--- config.mk ---
export PLATFORM = sky130hd
export DESIGN_NAME = one_wire_pulse_width_byte_sender_top
export DESIGN_NICKNAME = d
export VERILOG_FILES = /design/src/hdl/owbs_pkg.sv /design/src/hdl/one_wire_pulse_width_byte_sender_top.sv
export SDC_FILE = /design/constraint.sdc
export NUM_CORES = 1
export LEC_CHECK = 0
export ABC_AREA = 1
export BUFFER_PORTS_ARGS = -buffer_cell sky130_fd_sc_hd__buf_2
export CORE_ASPECT_RATIO = 0.75
export CORE_MARGIN = 4
export CORE_UTILIZATION = 50
export CTS_CLUSTER_SIZE = 12
export DETAILED_ROUTE_END_ITERATION = 8
export GPL_ROUTABILITY_DRIVEN = 0
export PLACE_DENSITY = 0.66
export SYNTH_ARGS = -nofsm -noshare
export SYNTH_HDL_FRONTEND = slang
export SYNTH_SLANG_ARGS = --single-unit
--- constraint.sdc ---
create_clock -name clk -period 4 [get_ports clk]
set_input_delay 0.2 -clock clk [delete_from_list [all_inputs] [get_ports clk]]
set_output_delay 0.2 -clock clk [all_outputs]
set_load 0.005 [all_outputs]
--- src/hdl/owbs_pkg.sv ---
// Package: types, constants and helpers for the one-wire pulse-width byte sender.
package owbs_pkg;

  localparam int BITS_PER_FRAME = 8;
  localparam int TIMER_WIDTH    = 16;
  localparam int BYTE_W         = 8;
  localparam int REG_W          = 16;
  localparam int CFG_IDX_W      = 2;
  localparam int BITS_LEFT_W    = $clog2(BITS_PER_FRAME + 1);

  localparam logic [REG_W-1:0] START_HIGH_RST = REG_W'(10000);
  localparam logic [REG_W-1:0] START_LOW_RST  = REG_W'(2000);
  localparam logic [REG_W-1:0] LONG_RST       = REG_W'(2400);
  localparam logic [REG_W-1:0] SHORT_RST      = REG_W'(800);

  typedef enum logic [CFG_IDX_W-1:0] {
    REG_START_HIGH = 2'd0,
    REG_START_LOW  = 2'd1,
    REG_LONG       = 2'd2,
    REG_SHORT      = 2'd3
  } reg_idx_t;

  typedef enum logic [4:0] {
    PH_IDLE    = 5'b00001,
    PH_START_H = 5'b00010,
    PH_START_L = 5'b00100,
    PH_BIT_H   = 5'b01000,
    PH_BIT_L   = 5'b10000
  } phase_t;

  typedef struct packed {
    logic              cmd;
    logic [BYTE_W-1:0] speech_byte;
  } in_item_t;

  typedef struct packed {
    logic data_line;
    logic sending;
    logic rejected;
    logic amp_enable;
  } out_item_t;

  // Mask a duration to the timer width; zero lasts one tick.
  function automatic logic [TIMER_WIDTH-1:0] load_time(input logic [REG_W-1:0] ticks);
    logic [TIMER_WIDTH-1:0] t;
    t = TIMER_WIDTH'(ticks);
    load_time = (t == '0) ? TIMER_WIDTH'(1) : t;
  endfunction

endpackage

--- src/hdl/one_wire_pulse_width_byte_sender_top.sv ---
// Top level: pulse-width byte sender for a one-wire voice chip.
// An accepted transaction's result is registered in the output register.
// Throughput: one transaction per cycle while in_stall is low; the phase/timer update is one pass of logic.
// in_stall is raised only while a finished result waits and out_stall is high.
// Reset (synchronous, rst_n low): line high, idle, amp off, registers at defaults.
module one_wire_pulse_width_byte_sender_top
  import owbs_pkg::*;
(
  input  logic                 clk,
  input  logic                 rst_n,
  input  logic                 in_valid,
  output logic                 in_stall,
  input  in_item_t             in_data,
  output logic                 out_valid,
  input  logic                 out_stall,
  output out_item_t            out_data,
  input  logic                 cfg_valid,
  output logic                 cfg_ready,
  input  logic [CFG_IDX_W-1:0] cfg_index,
  input  logic [REG_W-1:0]     cfg_wdata
);

  logic [REG_W-1:0] start_high_r, start_low_r, long_r, short_r;

  phase_t                 phase_r, phase_nxt;
  logic [TIMER_WIDTH-1:0] time_left_r, time_left_nxt;
  logic [BITS_LEFT_W-1:0] bits_left_r, bits_left_nxt;
  logic [BYTE_W-1:0]      shift_r, shift_nxt;
  logic                   line_r, line_nxt;
  logic                   amp_r, amp_nxt;
  logic                   rejected;

  logic      out_valid_r;
  out_item_t out_data_r;
  logic      accept;

  logic [BYTE_W-1:0]      shift_dn;
  logic [BITS_LEFT_W-1:0] bits_dn;

  assign cfg_ready = 1'b1;
  assign in_stall  = out_valid_r & out_stall;
  assign accept    = in_valid & ~in_stall;
  assign out_valid = out_valid_r;
  assign out_data  = out_data_r;

  always_ff @(posedge clk) begin
    if (!rst_n) begin
      start_high_r <= START_HIGH_RST;
      start_low_r  <= START_LOW_RST;
      long_r       <= LONG_RST;
      short_r      <= SHORT_RST;
    end else if (cfg_valid && cfg_ready) begin
      unique case (reg_idx_t'(cfg_index))
        REG_START_HIGH: start_high_r <= cfg_wdata;
        REG_START_LOW:  start_low_r  <= cfg_wdata;
        REG_LONG:       long_r       <= cfg_wdata;
        REG_SHORT:      short_r      <= cfg_wdata;
        default: ;
      endcase
    end
  end

  assign shift_dn = shift_r >> 1;
  assign bits_dn  = (bits_left_r != '0) ? bits_left_r - BITS_LEFT_W'(1) : bits_left_r;

  always_comb begin
    phase_nxt     = phase_r;
    time_left_nxt = time_left_r;
    bits_left_nxt = bits_left_r;
    shift_nxt     = shift_r;
    line_nxt      = line_r;
    amp_nxt       = amp_r;
    rejected      = 1'b0;
    if (in_data.cmd) begin
      if (phase_r != PH_IDLE) begin
        rejected = 1'b1;
      end else begin
        amp_nxt       = 1'b1;
        shift_nxt     = in_data.speech_byte;
        bits_left_nxt = BITS_LEFT_W'(BITS_PER_FRAME);
        phase_nxt     = PH_START_H;
        line_nxt      = 1'b1;
        time_left_nxt = load_time(start_high_r);
      end
    end else if (phase_r != PH_IDLE) begin
      time_left_nxt = (time_left_r != '0) ? time_left_r - TIMER_WIDTH'(1) : time_left_r;
      if (time_left_r <= TIMER_WIDTH'(1)) begin
        unique case (phase_r)
          PH_START_H: begin
            phase_nxt     = PH_START_L;
            line_nxt      = 1'b0;
            time_left_nxt = load_time(start_low_r);
          end
          PH_START_L: begin
            phase_nxt     = PH_BIT_H;
            line_nxt      = 1'b1;
            time_left_nxt = load_time(shift_r[0] ? long_r : short_r);
          end
          PH_BIT_H: begin
            phase_nxt     = PH_BIT_L;
            line_nxt      = 1'b0;
            time_left_nxt = load_time(shift_r[0] ? short_r : long_r);
          end
          PH_BIT_L: begin
            shift_nxt     = shift_dn;
            bits_left_nxt = bits_dn;
            if (bits_dn != '0) begin
              phase_nxt     = PH_BIT_H;
              line_nxt      = 1'b1;
              time_left_nxt = load_time(shift_dn[0] ? long_r : short_r);
            end else begin
              phase_nxt     = PH_IDLE;
              line_nxt      = 1'b1;
              time_left_nxt = '0;
            end
          end
          default: begin
            phase_nxt     = PH_IDLE;
            line_nxt      = 1'b1;
            time_left_nxt = '0;
          end
        endcase
      end
    end
  end

  always_ff @(posedge clk) begin
    if (!rst_n) begin
      phase_r     <= PH_IDLE;
      time_left_r <= '0;
      bits_left_r <= '0;
      shift_r     <= '0;
      line_r      <= 1'b1;
      amp_r       <= 1'b0;
      out_valid_r <= 1'b0;
    end else begin
      if (accept) begin
        phase_r     <= phase_nxt;
        time_left_r <= time_left_nxt;
        bits_left_r <= bits_left_nxt;
        shift_r     <= shift_nxt;
        line_r      <= line_nxt;
        amp_r       <= amp_nxt;
        out_valid_r <= 1'b1;
      end else if (!out_stall) begin
        out_valid_r <= 1'b0;
      end
    end
  end

  always_ff @(posedge clk) begin
    if (accept) begin
      out_data_r.data_line  <= line_nxt;
      out_data_r.sending    <= (phase_nxt != PH_IDLE);
      out_data_r.rejected   <= rejected;
      out_data_r.amp_enable <= amp_nxt;
    end
  end

  a_reject_while_sending: assert property (@(posedge clk) disable iff (!rst_n)
    (out_valid_r && out_data_r.rejected) |-> out_data_r.sending)
    else $error("rejected transaction reported while idle");

  a_idle_line_high: assert property (@(posedge clk) disable iff (!rst_n)
    (phase_r == PH_IDLE) |-> (line_r && time_left_r == '0))
    else $error("line not high or timer running while idle");

  a_amp_sticky: assert property (@(posedge clk) disable iff (!rst_n)
    amp_r |=> amp_r)
    else $error("amplifier enable dropped");

  a_timer_running: assert property (@(posedge clk) disable iff (!rst_n)
    (phase_r != PH_IDLE) |-> (time_left_r != '0))
    else $error("timer empty during a frame");

endmodule

==> impl_metrics.env, run 1 <==
export IMPL_status="completed"
export IMPL_drc=0
export IMPL_post_cts_resized=0
export IMPL_worst_path_buf_inv=1
export IMPL_clock_sinks=104
export IMPL_slowest_stage_cell_crit_path="nand3_2"
export IMPL_multiInputGateArea_um2=3340
export IMPL_finClkSkew_ps=10.3
export IMPL_design_final_nets=987
export IMPL_postSynthAreaPerCell_um2=6.49
export IMPL_asr_flop_ratio_synth_pct=0
export IMPL_clk_transition_reported_paths_ps=80
export IMPL_critPathMaxFanout=23
export IMPL_place_inst=1101
export IMPL_grt_overflow_total=0
export IMPL_h_tree_depth=3
export IMPL_groute_layer_met2_usage_pct=36.4
export IMPL_gr_usage_met3_pct=4.46
export IMPL_final_cells=1117
export IMPL_drt_wirelength_per_cell_um=15.8
export IMPL_ys_warn_count=0
export IMPL_final_critical_path_share_of_the_clock_period_pct=56.3
export IMPL_syn_cell_area_um2=6080
export IMPL_area_growth_pct=9.28
export IMPL_route_detailed_vias_per_inst=5.41
export IMPL_setup_worst_path_end_class="flip-flop"
export IMPL_power_static_leakage_nw=2.87
export IMPL_grt_pass1_vias=5423
export IMPL_detailedRoute_firstPassIterationCount=6
export IMPL_layout_drive_gt1_share_pct=11.1
export IMPL_layout_area_seq_um2=2120
export IMPL_worstSetupStartpointType="flip-flop"
export IMPL_yosys_mux_area_fraction_pct=0
export IMPL_hold_class="in2reg"
export IMPL_synthXorXnorAreaFrac_pct=0.864
export IMPL_clockRootBuffer="clkbuf_16"
export IMPL_arrival_time_reported_for_the_critical_path_endpoint_ps=2470
export IMPL_detailed_place_hpwl_um=12700
export IMPL_synth_fp_nets=974
export IMPL_busiest_layer="met1"
export IMPL_antennaDiodeCount=0
export IMPL_synthSimpleGateAreaFrac_pct=27.7
export IMPL_tightest_slew_ps=794
export IMPL_register_to_register_setup_slack_ps=1750
export IMPL_buffer_ports_inserted=37
export IMPL_worstPathRequired_ps=4220
export IMPL_coreArea_um2=11700
export IMPL_ioPinCount=39
export IMPL_synth_compound_area_share_pct=25.3
export IMPL_globalRouteTotalUtil_pct=25.5
export IMPL_rsz0062_at_grt="no"
export IMPL_final_fill_count=1213
export IMPL_floorplan_initialDensity_pct=51.8
export IMPL_peakVddDrop_v=0.000306
export IMPL_antenna_found_initial=0
export IMPL_final_hold_viol_count=0
export IMPL_synthAdderAreaFrac_pct=1.03
export IMPL_critPathTopFamily="simple AND/OR/NAND/NOR gates"
export IMPL_synth_seq_cells=104
export IMPL_netlist_top_cell_by_area="dfxtp_1"
export IMPL_wirelength_um=17700
export IMPL_cts_hold_repair_buffers=0
export IMPL_clock_insertion_delay_worst_skew_ps=350
export IMPL_synth_edf_count=4
export IMPL_post_synth_inst_count=937
export IMPL_drt_iter0_markers=662
export IMPL_number_of_max_cap_violations=0
export IMPL_detail_route_antenna_nets=0
export IMPL_ys_flop_type="dfxtp_1"
export IMPL_grt_start_max_net_pins=69
export IMPL_yosysMostFrequentCell="nand2_1"
export IMPL_time_the_final_worst_path_needs_with_i_o_delays_and_setup_ps=2250
export IMPL_synth_area_leaders="dfxtp_1 (33%), nand2_1 (15%), o21ai_0 (9.7%), a21oi_1 (8.6%), inv_1 (6.1%)"
export IMPL_vias=6047
export IMPL_cellPowerDensity_nw_per_um2=439
export IMPL_max_freq_mhz=444
export IMPL_row_count=34
export IMPL_clock_path_buffers=2
export IMPL_worstPathCellList="inv_1 > ha_1 > nand2_4 > nor2_4 > o21ai_4 > o21ai_2 > nand3_2 > a31oi_1 > a211oi_2"
export IMPL_top_cells_by_count_synth="nand2_1 (251), o21ai_0 (118), a21oi_1 (105), dfxtp_1 (100), inv_1 (99)"
export IMPL_die_area_um2=14000
export IMPL_grt_pass1_wl_um=29000
export IMPL_final_max_slew_viol_count=0
export IMPL_postCtsSetupRepairBufs=0
export IMPL_finalSetupViolations=0
export IMPL_setup_tns_ps=0
export IMPL_floorplan_die_width_um=135
export IMPL_critical_path_class="reg2reg"
export IMPL_synth_top_family_by_area="simple AND/OR/NAND/NOR gates"
export IMPL_synth_sequential_area_ratio_pct=34.9
export IMPL_fp_dieH_um=104
export IMPL_synth_cell_type_count=41
export IMPL_cts_made_buffers=9
export IMPL_tritoncts="built"
export IMPL_slew_headroom_pct=47.0
export IMPL_gr_usage_met1_pct=40.0
export IMPL_top_cell_type_s_share_of_synthesized_area_pct=32.9
export IMPL_highest_cell_delay_on_the_worst_timing_path_ps=410
[cells in the final DEF (no fill, tap or decap), drive strengths merged]
master	netlist	layout
nor2	87	87
bufinv	0	2
clkbuf	27	10
dfxtp	100	100
a211oi	9	9
xor2	4	4
ha	5	5
or2	1	1
nor3	8	8
o21a	2	2
a221oi	2	2
nand2	255	255
o211ai	19	19
a21oi	105	105
o31ai	1	1
nor4	6	6
edfxtp	4	4
conb	1	1
nand3	28	28
nand4	10	10
clkinv	2	3
o211a	1	1
inv	109	112
o22ai	1	1
xnor2	2	2
o21ai	129	129
buf	16	45
a31oi	3	3
[logic make-up after synthesis]
family                     Yosys count
and+or+nand+nor                    395
AOI/OAI and AO/OA                  272
buffers and inverters              154
DFF                                104
xor gates and xnor gates             6
adders and majority gates            5
other                                1
[layout make-up]
class | count | area share, %
Multi-Input combinational cell | 679 | 50.3
Sequential cell | 104 | 31.9
Inverter | 111 | 6.27
Timing Repair Buffer | 45 | 3.69
Clock buffer | 10 | 3.44
Tap cell | 162 | 3.05
Clock inverter | 6 | 1.34
[final timing paths]
| path | from | to | depth (start not counted) |
|---|---|---|---|
| worst min-delay path | cfg_wdata[4] | start_high_r[4] | 3 |
| worst max-delay path | time_left_r[0] | bits_left_r[0] | 9 |
| worst min register to register | shift_r[7] | shift_r[7] | 2 |
| worst max register to register | time_left_r[0] | bits_left_r[0] | 9 |
[through the flow]
stage / util [%] / hold WS [ps] / area (um2) / setup slack (ps) / total power [mW]
after detailed placement: 53.9 / 456 / 6330 / 1730 / 1.96
after global placement: 53.9 / 447 / 6330 / 1730 / 1.97
after floorplan: - / 326 / 6080 / 2210 / 1.77
after global routing: 56.6 / 146 / 6650 / 1540 / 3.08
after CTS: 56.6 / 121 / 6650 / 1760 / 2.92
final: 56.6 / 123 / 6650 / 1750 / 2.92
[state kept, by name, indices dropped and copies added, names as in the netlist]
signal,flops
shift_r,8
short_r,16
amp_r,1
start_high_r,16
bits_left_r,4
line_r,1
out_valid,1
out_data,4
start_low_r,16
long_r,16
time_left_r,16
phase_r,5
[power breakdown]
group	internal (mW)	switching, mW	total, mW
Clock	0.554	0.412	0.966
Sequential	1.12	0.0615	1.18
Combinational	0.252	0.522	0.774
Total	1.92	0.995	2.92
[routing by layer]
metal	share of wire [%]	wire length [um]
met4	1.5	263
met5	0	0
met3	7.5	1320
met2	41	7220
met1	50	8880
[tightest hold or removal path, delay by kind of cell]
family | cells | cell delay, ps
AND/OR/NAND/NOR | 2 | 130
buffers and inverters | 1 | 120
Power figures use the tool's default switching activity.
==> inputs of run 2 (changes only) <==
PLACE_DENSITY = 0.68   (was 0.66)
clock period = 1.85 ns   (was 4 ns; I/O delays follow)
==> run 2 against run 1 <==
Against the previous run: total power grew 140%; final cell count is 6.1% higher; sequential cell count did not move; largest power group unchanged; highest routed layer unchanged.
==> impl_metrics.env, run 2 (synthesis gave the netlist of run 1 again) <==
export IMPL_number_of_max_cap_violations=0
export IMPL_clockRootBuffer="clkbuf_16"
export IMPL_layout_drive_gt1_share_pct=22.4
export IMPL_grt_overflow_total=0
export IMPL_max_freq_mhz=541
export IMPL_rsz0062_at_grt="yes"
export IMPL_postLayoutCoreUtil_pct=64.3
export IMPL_tightest_slew_ps=761
export IMPL_clk_transition_reported_paths_ps=70
export IMPL_totalPowerFinal_mw=6.92
export IMPL_final_cell_mix="nand2_1 (240), o21ai_0 (106), a21oi_1 (100)"
export IMPL_antenna_found_initial=0
export IMPL_clock_insertion_delay_worst_skew_ps=360
export IMPL_layout_setup_ws_ps=0.0380
export IMPL_drc=0
export IMPL_grt_pass1_vias=5594
export IMPL_drt_iter0_markers=757
export IMPL_status="completed"
export IMPL_design_final_nets=1056
export IMPL_finalSetupViolations=0
export IMPL_highest_cell_delay_on_the_worst_timing_path_ps=320
export IMPL_area_growth_pct=24.0
export IMPL_finClkSkew_ps=4.86
export IMPL_power_static_leakage_nw=3.27
export IMPL_ioPinCount=39
export IMPL_fp_dieH_um=104
export IMPL_clock_path_buffers=2
export IMPL_worstPathRequired_ps=2090
export IMPL_final_critical_path_share_of_the_clock_period_pct=100
export IMPL_worstSetupStartpointType="flip-flop"
export IMPL_clock_sinks=104
export IMPL_route_detailed_vias_per_inst=5.47
export IMPL_critical_path_class="reg2reg"
export IMPL_wirelength_um=18600
export IMPL_crit_top_cell="nand2_1"
export IMPL_peakVddDrop_v=0.000487
export IMPL_buffer_ports_inserted=37
export IMPL_arrival_time_reported_for_the_critical_path_endpoint_ps=2090
export IMPL_die_area_um2=14000
export IMPL_globalRouteTotalUtil_pct=25.8
export IMPL_setup_worst_path_end_class="flip-flop"
export IMPL_final_hold_viol_count=0
export IMPL_vias=6486
export IMPL_dp_slack_ps=-146
export IMPL_cts_made_buffers=9
export IMPL_floorplan_die_width_um=135
export IMPL_h_tree_depth=3
export IMPL_critPathTopFamily="simple AND/OR/NAND/NOR gates"
export IMPL_final_max_slew_viol_count=0
export IMPL_grt_start_max_net_pins=67
export IMPL_detail_route_antenna_nets=0
export IMPL_row_count=34
export IMPL_grt_pass1_wl_um=29200
export IMPL_floorplan_initialDensity_pct=51.8
export IMPL_detailedRoute_firstPassIterationCount=6
export IMPL_critPathMaxFanout=5
export IMPL_tritoncts="built"
export IMPL_worst_path_buf_inv=1
export IMPL_mostFrequentLayoutCell="nand2_1"
export IMPL_worstPathCellList="inv_2 > ha_4 > nand3_4 > o21ai_4 > nand2_2 > nor2_4 > nor2_4 > nand2_1 > nand2_1 > o21ai_2 > nand2_1 > nand2_1 > a21oi_2"
export IMPL_slowest_stage_cell_crit_path="dfxtp_2"
export IMPL_hold_class="in2reg"
export IMPL_detailed_place_hpwl_um=13200
export IMPL_drt_wirelength_per_cell_um=15.7
export IMPL_antennaDiodeCount=0
export IMPL_time_the_final_worst_path_needs_with_i_o_delays_and_setup_ps=1850
export IMPL_slew_headroom_pct=49.2
export IMPL_cellPowerDensity_nw_per_um2=917
export IMPL_coreArea_um2=11700
-- run 2: cell types whose count changed in the layout (fill, tap and decap cells not counted), sizes merged --
cell      before  now
buf           45  112
clkbuf        10   14
inv          112  108
bufinv         2    1
clkinvlp       0    1
nor2          87   88
-- run 2: final cells by class --
| class | instances | area, um2 |
|---|---|---|
| clock buffers | 13 | 270 |
| clock inverters | 2 | 36.3 |
| fillers | 1128 | 4200 |
| inverters | 111 | 435 |
| multi-input cells | 680 | 3610 |
| flip-flops and latches | 104 | 2130 |
| well taps | 162 | 203 |
| repair buffers | 113 | 856 |
-- run 2: stage by stage --
stage / hold WS (ps) / instance area [um2] / TNS (ps) / std cells
after floorplan: 219 / 6080 / 0 / 937
after global placement: 367 / 6830 / -341 / 1159
after detailed placement: 371 / 6830 / -925 / 1159
after CTS: 5.62 / 7160 / -55.0 / 1174
after global routing: 30.9 / 7540 / -1070 / 1185
final: 6.07 / 7540 / 0 / 1185
-- run 2: final timing paths --
kind             startpoint                to  slack [ps]  cells past startpoint
max reg2reg  bits_left_r[1]    time_left_r[1]        0.04                     13
max          bits_left_r[1]    time_left_r[1]        0.04                     13
min           cfg_wdata[10]  start_high_r[10]           6                      3
min reg2reg           amp_r             amp_r         460                      2
-- run 2: timing repair --
| action | CTS | global route |
|---|---|---|
| pin swaps | 0 | 22 |
| gates resized for setup | 9 | 89 |
| gates cloned | 0 | 2 |
| setup endpoints to repair | 17 | 33 |
| buffers inserted | 0 | 9 |
| hold buffers | 0 | 0 |
-- run 2: worst register-to-register path: cells and delay by family, from the launching register on --
| family | cells | cell delay, ps |
|---|---|---|
| simple gates | 8 | 780 |
| compound gates | 3 | 430 |
| flops | 1 | 320 |
| fa+ha+maj | 1 | 160 |
| buf+inv | 1 | 70 |
-- run 2: per-layer routing --
| layer | vias up | part of all wire [%] | global-route usage (%) |
|---|---|---|---|
| met5 | - | 0 | 0 |
| met4 | 0 | 1.0 | 5.18 |
| met3 | 17 | 7.1 | 3.88 |
| met2 | 251 | 43 | 37.4 |
| met1 | 2979 | 49 | 40.4 |
| li1 | 3239 | - | - |
-- run 2: power breakdown --
group	total [mW]	internal, mW	leakage [nW]	switching (mW)
logic	2.36	0.965	2.26	1.40
registers	2.54	2.42	0.860	0.119
clock network	2.01	1.16	0.152	0.858
